**src/rtl/core/ptd_pkg.sv**
```systemverilog
// Package for the trial-division primality tester.
// Holds the default number width and the fixed width of the echoed field.
// No dependencies.
`timescale 1ns / 1ps

package ptd_pkg;

  localparam int DEFAULT_VALUE_BITS = 32;
  localparam int FIELD_BITS         = 32;

endpackage : ptd_pkg

```
**src/rtl/core/ptd_divider.sv**
```systemverilog
// Restoring divider for the primality tester: one quotient bit per cycle.
// Depends on ptd_pkg for the default width.
`timescale 1ns / 1ps

module ptd_divider
  import ptd_pkg::*;
#(
  parameter int VALUE_BITS = DEFAULT_VALUE_BITS
) (
  input  logic                  clk,
  input  logic                  rst,
  input  logic                  start,
  input  logic [VALUE_BITS-1:0] dividend,
  input  logic [VALUE_BITS-1:0] divisor,
  output logic                  done,
  output logic [VALUE_BITS-1:0] quotient,
  output logic [VALUE_BITS-1:0] remainder
);

  localparam int CountBits = $clog2(VALUE_BITS + 1);

  logic                  busy;
  logic [CountBits-1:0]  count;
  logic [VALUE_BITS-1:0] dvs;
  logic [VALUE_BITS:0]   trial;
  logic                  fits;
  logic [VALUE_BITS:0]   diff;

  // Bring down the next dividend bit and try the subtraction.
  always_comb begin
    trial = {remainder, quotient[VALUE_BITS-1]};
    diff  = trial - {1'b0, dvs};
    fits  = trial >= {1'b0, dvs};
  end

  always_ff @(posedge clk) begin
    if (rst) begin
      busy  <= 1'b0;
      done  <= 1'b0;
      count <= '0;
    end else begin
      done <= 1'b0;
      if (busy) begin
        remainder <= fits ? diff[VALUE_BITS-1:0] : trial[VALUE_BITS-1:0];
        quotient  <= {quotient[VALUE_BITS-2:0], fits};
        count     <= count - CountBits'(1);
        if (count == CountBits'(1)) begin
          busy <= 1'b0;
          done <= 1'b1;
        end
      end else if (start) begin
        busy      <= 1'b1;
        count     <= CountBits'(VALUE_BITS);
        dvs       <= divisor;
        quotient  <= dividend;
        remainder <= '0;
      end
    end
  end

endmodule : ptd_divider

```
**src/rtl/core/primality_trial_division.sv**
```systemverilog
// Trial-division primality tester: top level with the divisor sequencer.
// Depends on ptd_pkg and ptd_divider.
//
// Usage: drive value and raise start while busy is low; the request is taken
// at that clock edge, and busy rises unless the answer is immediate. Exactly
// one result follows: done is high for one cycle with tested_value (the
// number, cut to VALUE_BITS and echoed) and is_prime. The receiver cannot
// stall; the result must be taken in that cycle. busy falls with done, and a
// new request may be taken in that cycle.
// The numbers 0, 1, 2, 3 and even numbers are answered in the cycle after the request.
// Odd numbers from 5 try odd divisors from 3 upward while d <= n / d, each
// trial one pass of the single restoring divider, which produces quotient
// and remainder together.
// Reset: rst (synchronous, active high) drops any request in flight and
// returns the block to idle with busy and done low.
`timescale 1ns / 1ps

module primality_trial_division
  import ptd_pkg::*;
#(
  parameter int VALUE_BITS = DEFAULT_VALUE_BITS
) (
  input  logic                  clk,
  input  logic                  rst,
  input  logic                  start,
  input  logic [FIELD_BITS-1:0] value,
  output logic                  busy,
  output logic                  done,
  output logic [FIELD_BITS-1:0] tested_value,
  output logic                  is_prime
);

  typedef enum logic [0:0] {
    S_IDLE,
    S_RUN
  } state_t;

  state_t                state;
  logic [VALUE_BITS-1:0] num;
  logic [VALUE_BITS-1:0] num_in;
  logic [VALUE_BITS-1:0] divisor;
  logic                  div_start;
  logic                  div_done;
  logic [VALUE_BITS-1:0] div_quo;
  logic [VALUE_BITS-1:0] div_rem;

  assign num_in = VALUE_BITS'(value);
  assign busy   = (state != S_IDLE);

  ptd_divider #(
    .VALUE_BITS(VALUE_BITS)
  ) u_divider (
    .clk      (clk),
    .rst      (rst),
    .start    (div_start),
    .dividend (num),
    .divisor  (divisor),
    .done     (div_done),
    .quotient (div_quo),
    .remainder(div_rem)
  );

  always_ff @(posedge clk) begin
    if (rst) begin
      state     <= S_IDLE;
      done      <= 1'b0;
      div_start <= 1'b0;
    end else begin
      done      <= 1'b0;
      div_start <= 1'b0;
      case (state)
        S_IDLE: begin
          if (start) begin
            num          <= num_in;
            tested_value <= FIELD_BITS'(num_in);
            divisor      <= VALUE_BITS'(3);
            if ((num_in >> 1) == '0) begin
              done     <= 1'b1;
              is_prime <= 1'b0;
            end else if ((num_in >> 2) == '0) begin
              done     <= 1'b1;
              is_prime <= 1'b1;
            end else if (!num_in[0]) begin
              done     <= 1'b1;
              is_prime <= 1'b0;
            end else begin
              state     <= S_RUN;
              div_start <= 1'b1;
            end
          end
        end
        S_RUN: begin
          if (div_done) begin
            // Past the square root: no divisor found.
            if (divisor > div_quo) begin
              done     <= 1'b1;
              is_prime <= 1'b1;
              state    <= S_IDLE;
            end else if (div_rem == '0) begin
              done     <= 1'b1;
              is_prime <= 1'b0;
              state    <= S_IDLE;
            end else begin
              divisor   <= divisor + VALUE_BITS'(2);
              div_start <= 1'b1;
            end
          end
        end
        default: begin
          state <= S_IDLE;
        end
      endcase
    end
  end

endmodule : primality_trial_division
```
**config.mk**
```make
export PLATFORM = sky130hd
export DESIGN_NAME = primality_trial_division
export DESIGN_NICKNAME = d
export VERILOG_FILES = /design/src/rtl/core/ptd_pkg.sv /design/src/rtl/core/ptd_divider.sv /design/src/rtl/core/primality_trial_division.sv
export SDC_FILE = /design/constraint.sdc
export NUM_CORES = 1
export LEC_CHECK = 0
export BUFFER_PORTS_ARGS = -buffer_cell sky130_fd_sc_hd__buf_2
export CAP_MARGIN = 20
export CORE_MARGIN = 2
export CORE_UTILIZATION = 50
export DETAILED_ROUTE_END_ITERATION = 10
export PLACE_DENSITY = 0.71
export SYNTH_ARGS = -nofsm -noshare
export SYNTH_HDL_FRONTEND = slang
export SYNTH_SLANG_ARGS = --single-unit
```
**constraint.sdc**
```tcl
create_clock -name clk -period 4.25 [get_ports clk]
set_clock_uncertainty 0.05 [all_clocks]
set_input_delay 0.425 -clock clk [delete_from_list [all_inputs] [get_ports clk]]
set_output_delay 0.425 -clock clk [all_outputs]
set_load 0.01 [all_outputs]
```
Yosys cells after proc, flatten, opt, wreduce, memory -nomap -nowiden. Cells that the tools add are included.

Order comparisons: 2. Bitwise logic cells: 3. $add $sub $neg: 3. Equality and inequality tests: 7. Muxes and demuxes: 42. Reductions and logical operators: 10.

Operator list (number): 32-bit two-way mux (9); 32-bit logical NOT (3); 32-bit one-hot mux with 2 select lines (1); 33-bit by 32-bit greater-or-equal comparator with 1-bit output (1); 32-bit by 2-bit adder with 32-bit output (second input constant) (1); 32-bit greater-than comparator (1); 32-bit subtractor (1); 1-bit two-way mux (26); 6-bit two-way mux (2); 5-bit AND reduction (2); 1-bit one-hot mux with 2 select lines (4); 6-bit by 1-bit == test with 1-bit output (second input constant) (1); 2-bit != test (second input constant) (3); 3-bit AND reduction (2); 6-bit by 1-bit subtractor with 6-bit output (second input constant) (1); 4-bit != test (second input constant) (1); 3-bit by 1-bit != test with 1-bit output (second input constant) (1); 1-bit inverter (3); 2-bit by 1-bit != test with 1-bit output (second input constant) (1); 2-bit AND reduction (1); 2-bit nonzero test (1); 2-bit OR reduction (1).

Register bits after elaboration: 172.

Depth between registers and ports, before layout. Gate-level depths: netlist of run 1.

Word-level depth: 5. Mapped depth: 14.

Hierarchy. A second synthesis of run 1 with hierarchy kept.

Cells, all modules: 892. Area, all modules: 9753.1 um2.

Modules (own cells, without submodules): ptd_divider (instances 1, sequential area each 3042.9 um2, cells each 554, area an instance 6042.0 um2); primality_trial_division (instances 1, sequential area each 1981.9 um2, cells each 338, area an instance 3711.1 um2).

Least setup slack after synthesis of run 1. Ideal clock, no wire load.

Kind: reg2reg. Start: reg u_divider.busy. End: reg u_divider.quotient[0] (enable). Data arrival time: 3609 ps. Data required time: 3712 ps. Setup time: 488 ps. Cell stages (with the launch flop): 5. Setup slack: 103 ps. Cells stage by stage: dfxtp_1 clkbuf_1 clkbuf_1 nor2_1 nor2_1.

Word-level cells in the longest chain between the ends: 2.

Ends and longest elaborated chain: start: declaration (line ptd_divider.sv:22) `logic busy;`; start signal: assignment (line ptd_divider.sv:38) `busy <= 1'b0;`; start signal: assignment (line ptd_divider.sv:48) `busy <= 1'b0;`; start signal: assignment (line ptd_divider.sv:52) `busy <= 1'b1;`; 2-bit nonzero test (no source line); 2-bit AND reduction (no source line); end signal: assignment (line ptd_divider.sv:45) `quotient <= {quotient[VALUE_BITS-2:0], fits};`; end signal: assignment (line ptd_divider.sv:55) `quotient <= dividend;`; end: declaration (line ptd_divider.sv:16) `output logic [VALUE_BITS-1:0] quotient,`.

No other way between the ends. A chain may end at the register's enable or synchronous reset.

Worst setup path after layout of run 1.
Start: reg divisor[21]. End: reg divisor[10] (enable).

Word-level cells in the longest chain between the ends: 3.

Ends and longest elaborated chain: start: declaration (line primality_trial_division.sv:41) `logic [VALUE_BITS-1:0] divisor;`; start signal: assignment (line primality_trial_division.sv:104) `divisor <= divisor + VALUE_BITS'(2);`; 32-bit greater-than comparator (line primality_trial_division.sv:95) `if (divisor > div_quo) begin`; 2-bit != test (no source line); 5-bit AND reduction (no source line).

No other way between the ends.

==> results by group, run 1 <==
Outcome
  • Status: finished, final reports clean

STA
  • Setup TNS: 0 ns
  • Final hold vios: 0
  • Slew HR: 40.9%
  • Unrepaired setup endpoints after global routing: no
  • Crit share post-route: 79.0%
  • Final Setup Violations: 0
  • Pins Over Slew Limit: 0
  • Fmax: 298 MHz
  • Slack of the critical path: 0.891 ns
  • Min Tclk post-route: 3.36 ns
  • Measured slew at the worst slew-check pin: 0.886 ns

Setup path
  • R2R depth: 11
  • Slowest Stage Delay on Critical Path: 0.46 ns
  • Setup Crit Path Kind: flop to flop
  • Crit path max-delay family: compound AO/OA/AOI/OAI gates
  • Most frequent CP cell: a21o_1
  • Crit path max fanout: 31
  • RR Startpoint: divisor[21]
  • Worst path depth: 11
  • Cell Chain, Critical Path: ha_1 > a21o_1 > a21o_1 > a2111o_1 > a221oi_1 > o21ai_0 > o22ai_1 > o21a_1 > nand3_1 > nand2_1 > buf_4
  • CP max stage cell: edfxtp_1
  • Kind of start point of the critical path: flop
  • Worst Path Required: 4.30 ns
  • Crit path buf inv count: 1
  • CP Capture Type: flop
  • CP startpoint: divisor[21]
  • CP arrival: 3.40 ns

GRT
  • Initial antenna violation count: 0
  • Grt ovf: 0
  • Gr usage total: 21.0%
  • Largest net degree at the start of global routing: 66
  • Vias in the first global route: 6732
  • First-pass GRT wire length: 33700 um

Place
  • Pre-CTS setup slack: 0.917 ns
  • Final Wtd Congestion: 0.849
  • Post-DP HPWL: 14400 um
  • # port buffers: 69
  • Area after DPL: 0.0104 mm2

Drt
  • Wirelength per Cell: 16.4 um
  • Antenna viol nets, final: 0
  • Drt drc: 0
  • Drt pass-1 iters: 5
  • Detailed Route Iter0 Violations: 503
  • Via-per-instance ratio: 5.51
  • Vias post-DR: 6805
  • Final wirelength: 20200 um

Clocking
  • CTS tree: done
  • H-Tree Depth: 4
  • Worst-path clk slew: 0.08 ns
  • CTS Buffer Depth: 2
  • Root Driver: clkbuf_16
  • Num CTS Buffers: 17
  • Post-CTS Setup Bufs: 0
  • # clock sinks: 170
  • Worst-Skew Late Latency: 0.45 ns
  • Hold_buf cts: 0
  • PostCTS Resize Cnt: 0

Final layout
  • Most frequent cells in the layout: 159 x edfxtp_1, 75 x inv_1, 69 x buf_2
  • Fillers: 1629
  • Layout cells sized above 1: 16.2%
  • Leading cell type in the layout, fill and taps excluded: edfxtp_1
  • Nets: 1059
  • Final Cell Area: 0.0110 mm2
  • Layout area overhead: 12.3%
  • ANT cells: 0
  • Final core occ: 56.7%

Floorplanning
  • Die Ht: 144 um
  • Die Footprint: 0.0207 mm2
  • I/O pin cnt: 70
  • Die Width: 144 um
  • Core area: 0.0193 mm2
  • Row cnt: 51
  • Starting density of the core: 50.5%

Yosys
  • Post-synthesis register bit count: 170
  • Ys Warns: 0
  • Synth async-reset ratio: 0%
  • Syn nets: 992
  • Most used DFF post-synth: edfxtp_1
  • Cells after synthesis: 890
  • Post-synthesis area per instance: 11.0 um2
  • Post-synth cell types: 63
  • Post-synth EDFFs: 159
  • Seq/Total Area, Yosys: 51.1%
  • Post-Syn Area: 0.00977 mm2

Min path
  • Worst hold path class: input port to flop
  • Hold Startpoint: value[15]
  • Hold path depth: 1

Power
  • Leakage power: 4.37 nW
  • Pwr/cell area: 354 mW/mm2
  • Max VDD drop: 0.400 mV
  • Tot Pwr: 3.89 mW

Job
  • Max cap viols: 0
==> cell usage after synthesis (6+ instances only) <==
library cell | n | area, um2
nor2b_1 | 6 | 37.5
dfxtp_1 | 11 | 220
nand4_1 | 21 | 131
nand3_1 | 46 | 230
nand2b_1 | 9 | 56.3
nor2_1 | 58 | 218
ha_1 | 66 | 826
nor3_1 | 9 | 45.0
nor4_1 | 15 | 93.8
a31oi_1 | 10 | 62.6
xor2_1 | 23 | 201
nand2_1 | 68 | 255
a21o_1 | 31 | 233
buf_2 | 12 | 60.1
and2_1 | 6 | 37.5
a21oi_1 | 46 | 230
mux2_2 | 31 | 349
and3_1 | 12 | 75.1
xnor2_1 | 30 | 263
a21boi_0 | 23 | 173
o21ai_0 | 26 | 130
inv_1 | 75 | 282
clkbuf_1 | 12 | 45.0
edfxtp_1 | 159 | 4770
==> routing by layer <==
metal / wire length (um) / global-route usage (%) / vias to the layer above
met5: 0 / 0 / -
met2: 9460 / 33.8 / 166
met3: 975 / 4.60 / 31
met4: 307 / 7.69 / 0
met1: 9490 / 28.1 / 3187
li1: - / - / 3421
==> final timing paths <==
path / slack (ns) / endpoint
hold reg to reg: 0.40 / u_divider.count[5]
setup / recovery: 0.89 / divisor[10]
setup reg to reg: 0.89 / divisor[10]
hold / removal: 0.11 / num[15]
==> sequential cells by signal, indices dropped and copies added, names as in the netlist <==
signal / count
u_divider.remainder: 32
u_divider.busy: 1
div_start: 1
divisor: 31
busy: 1
u_divider.done: 1
done: 1
u_divider.quotient: 32
num: 32
u_divider.dvs: 31
is_prime: 1
u_divider.count: 6
==> layout make-up <==
| type | instances | area (um2) | share of cell area [%] |
|---|---|---|---|
| inverter | 76 | 285 | 2.60 |
| multi-input combinational | 613 | 4330 | 39.5 |
| clock inverter | 15 | 173 | 1.57 |
| tap | 265 | 332 | 3.02 |
| clock buffer | 17 | 425 | 3.88 |
| sequential | 170 | 5000 | 45.6 |
| timing repair buffer | 79 | 420 | 3.83 |
==> through the flow <==
step                hold WS (ns)  cells
finish                     0.107   1235
global route              0.0976   1235
CTS                        0.100   1235
detailed placement         0.391   1203
global placement           0.383   1203
floorplan                  0.368    890
==> cells by family after synthesis <==
group                    Yosys count  synth area share (%)
buffers and inverters            107                  4.60
AO/OA/AOI/OAI                    191                  13.5
adder cells (fa/ha/maj)           67                  8.66
multiplexers                      32                  3.68
XOR/XNOR                          53                  4.75
AND/OR/NAND/NOR                  270                  13.7
flip-flops                       170                  51.1
==> where the power goes <==
group | internal (mW) | switching [mW] | leakage (nW)
combinational | 0.159 | 0.214 | 2.50
sequential | 1.90 | 0.0555 | 1.57
clock | 0.793 | 0.761 | 0.294
==> worst register-to-register path, cell delays in order (launching register included) <==
cell      delay, ns
edfxtp_1       0.46
ha_1           0.34
a21o_1         0.16
a21o_1         0.17
a2111o_1       0.40
a221oi_1       0.27
o21ai_0        0.14
o22ai_1        0.27
o21a_1         0.20
nand3_1        0.10
nand2_1        0.08
buf_4          0.35
(Power assumes the default switching activity.)
==> run 2, diff against run 1 <==
--- a/config.mk
+++ b/config.mk
@@ -10,7 +10,7 @@
 export CORE_MARGIN = 2
 export CORE_UTILIZATION = 50
 export DETAILED_ROUTE_END_ITERATION = 10
-export PLACE_DENSITY = 0.71
+export PLACE_DENSITY = 0.68
 export SYNTH_ARGS = -nofsm -noshare
 export SYNTH_HDL_FRONTEND = slang
 export SYNTH_SLANG_ARGS = --single-unit
==> constraint.sdc (replaced) <==
create_clock -name clk -period 3.2 [get_ports clk]
set_clock_uncertainty 0.05 [all_clocks]
set_input_delay 0.32 -clock clk [delete_from_list [all_inputs] [get_ports clk]]
set_output_delay 0.32 -clock clk [all_outputs]
set_load 0.01 [all_outputs]
==> results by group, run 2 (synthesis results as in run 1) <==
STA
  • Final hold vios: 0 (unchanged)
  • Min Tclk post-route: 3.02 ns (was 3.36 ns)
  • Pins Over Slew Limit: 0 (unchanged)
  • Measured slew at the worst slew-check pin: 0.899 ns (was 0.886 ns)
  • Fmax: 331 MHz (was 298 MHz)
  • Slew HR: 40.1% (was 40.9%)
  • Final Setup Violations: 0 (unchanged)
  • Slack of the critical path: 0.180 ns (was 0.891 ns)
  • Crit share post-route: 94.4% (was 79.0%)

Clocking
  • Root Driver: clkbuf_16 (unchanged)
  • Worst-Skew Late Latency: 0.44 ns (was 0.45 ns)
  • # clock sinks: 170 (unchanged)
  • H-Tree Depth: 4 (unchanged)
  • CTS Buffer Depth: 2 (unchanged)
  • CTS tree: done (unchanged)
  • Worst-path clk slew: 0.07 ns (was 0.08 ns)
  • Num CTS Buffers: 17 (unchanged)

Power
  • Sw power: 1.36 mW (was 1.03 mW)
  • Clk pwr share: 39.4% (was 40.0%)
  • Max VDD drop: 0.382 mV (was 0.400 mV)
  • Sw frac: 26.3% (was 26.5%)
  • Pwr/cell area: 463 mW/mm2 (was 354 mW/mm2)
  • Combinational Power Share: 10.3% (was 9.6%)
  • Sequential cell fraction of total power: 50.3% (was 50.4%)
  • Leakage power: 4.45 nW (was 4.37 nW)
  • Pint: 3.80 mW (was 2.85 mW)

Final layout
  • Leading cell type in the layout, fill and taps excluded: edfxtp_1 (unchanged)
  • Layout area overhead: 14.0% (was 12.3%)
  • Post-route non-filler standard cell count: 1254 (was 1235)
  • Layout cells sized above 1: 17.2% (was 16.2%)
  • Nets: 1078 (was 1059)
  • Regs by FF count: num (32), u_divider.quotient (32), u_divider.remainder (32) (unchanged)
  • ANT cells: 0 (unchanged)
  • Most frequent cells in the layout: 159 x edfxtp_1, 75 x inv_1, 69 x buf_2 (unchanged)

Drt
  • Final wirelength: 20700 um (was 20200 um)
  • Vias post-DR: 6932 (was 6805)
  • Drt drc: 0 (unchanged)
  • Wirelength per Cell: 16.5 um (was 16.4 um)
  • Detailed Route Iter0 Violations: 452 (was 503)
  • Via-per-instance ratio: 5.53 (was 5.51)
  • Antenna viol nets, final: 0 (unchanged)
  • Drt pass-1 iters: 7 (was 5)

Setup path
  • CP arrival: 3.15 ns (was 3.40 ns)
  • Crit path max fanout: 4 (was 31)
  • Kind of start point of the critical path: flop (unchanged)
  • CP startpoint: u_divider.quotient[31] (was divisor[21])
  • Setup Crit Path Kind: flop to flop (unchanged)
  • Worst Path Required: 3.33 ns (was 4.30 ns)
  • CP Capture Type: flop (unchanged)
  • RR Startpoint: u_divider.quotient[31] (was divisor[21])

Place
  • # port buffers: 69 (unchanged)
  • Pre-CTS setup slack: 0.166 ns (was 0.917 ns)
  • Final Wtd Congestion: 0.875 (was 0.849)
  • Cell Count Post-Placement: 1215 (was 1203)
  • Post-DP HPWL: 14900 um (was 14400 um)

GRT
  • Initial antenna violation count: 0 (unchanged)
  • Vias in the first global route: 6592 (was 6732)
  • First-pass GRT wire length: 33800 um (was 33700 um)
  • Gr usage total: 21.2% (was 21.0%)
  • Largest net degree at the start of global routing: 80 (was 66)
  • Grt ovf: 0 (unchanged)

Min path
  • Hold Startpoint: value[7] (was value[15])
  • Worst hold path class: input port to flop (unchanged)

Floorplanning
  • Die Footprint: 0.0207 mm2 (unchanged)
  • Die Ht: 144 um (unchanged)
  • Row cnt: 51 (unchanged)
  • I/O pin cnt: 70 (unchanged)
  • Core area: 0.0193 mm2 (unchanged)
  • Starting density of the core: 50.5% (unchanged)
  • Die Width: 144 um (unchanged)

Job
  • Max cap viols: 0 (unchanged)

Outcome
  • Status: finished, final reports clean (unchanged)
[run 2: changes by cell type in the layout (fill, tap and decap cells not counted), moves of 2 or more]
| cell | change |
|---|---|
| buf_4 | +11 |
| inv_8 | -2 |
| inv_6 | +2 |
| dlygate4sd3_1 | +6 |
| buf_12 | +2 |
[run 2: final cells by class]
class	instances	area, um2
sequential	170	5000
timing repair buffer	98	603
clock buffer	17	425
inverter	76	285
fill	1612	8200
multi-input combinational	613	4340
clock inverter	15	158
tap	265	332
[run 2: power by group through the flow]
| stage | Sequential, mW | Combinational, mW | Clock (mW) |
|---|---|---|---|
| 3_5_place_dp | 2.64 | 0.521 | 0 |
| 3_3_place_gp | 2.64 | 0.514 | 0 |
| 4_1_cts | 2.59 | 0.528 | 2.06 |
| 5_1_grt | 2.60 | 0.595 | 2.15 |
| 2_1_floorplan | 2.63 | 0.362 | 0 |
| 6_report | 2.59 | 0.530 | 2.03 |
[run 2: critical path, stage by stage (launching register included)]
cell	delay, ns
edfxtp_1	0.46
fa_1	0.50
a21oi_1	0.21
o211a_1	0.19
o2111ai_1	0.13
a31oi_2	0.28
a21oi_2	0.12
a221o_1	0.40
a31oi_1	0.27
o221ai_1	0.16
[run 2: layer usage]
layer	vias to the layer above	wire [um]	global-route usage [%]
met3	26	924	4.50
li1	3467	-	-
met1	3280	9890	29.0
met2	159	9500	33.6
met5	-	0	0
met4	0	387	7.07
[run 2: final timing paths]
check / end / slack (ns) / depth (start not counted)
setup / recovery: u_divider.remainder[28] / 0.18 / 9
hold / removal: num[7] / 0.02 / 1
setup reg to reg: u_divider.remainder[28] / 0.18 / 9
hold reg to reg: u_divider.count[5] / 0.40 / 1
[run 2: per-stage QoR]
step	TNS [ns]	cell area, um2	hold slack, ns	util [%]	power (mW)
floorplan	0	9770	0.368	-	2.99
global placement	0	10500	0.387	54.2	3.15
detailed placement	0	10500	0.392	54.2	3.16
CTS	0	11100	0.000338	57.5	5.19
global route	-0.0105	11100	0.00129	57.6	5.35
finish	0	11100	0.0177	57.6	5.15
[run 2: timing repair]
action	in CTS	in global routing
hold buffers	5	1
resized for setup	0	1
endpoints found under the setup margin	0	32
endpoints found under the hold margin	5	1
setup buffers	0	1
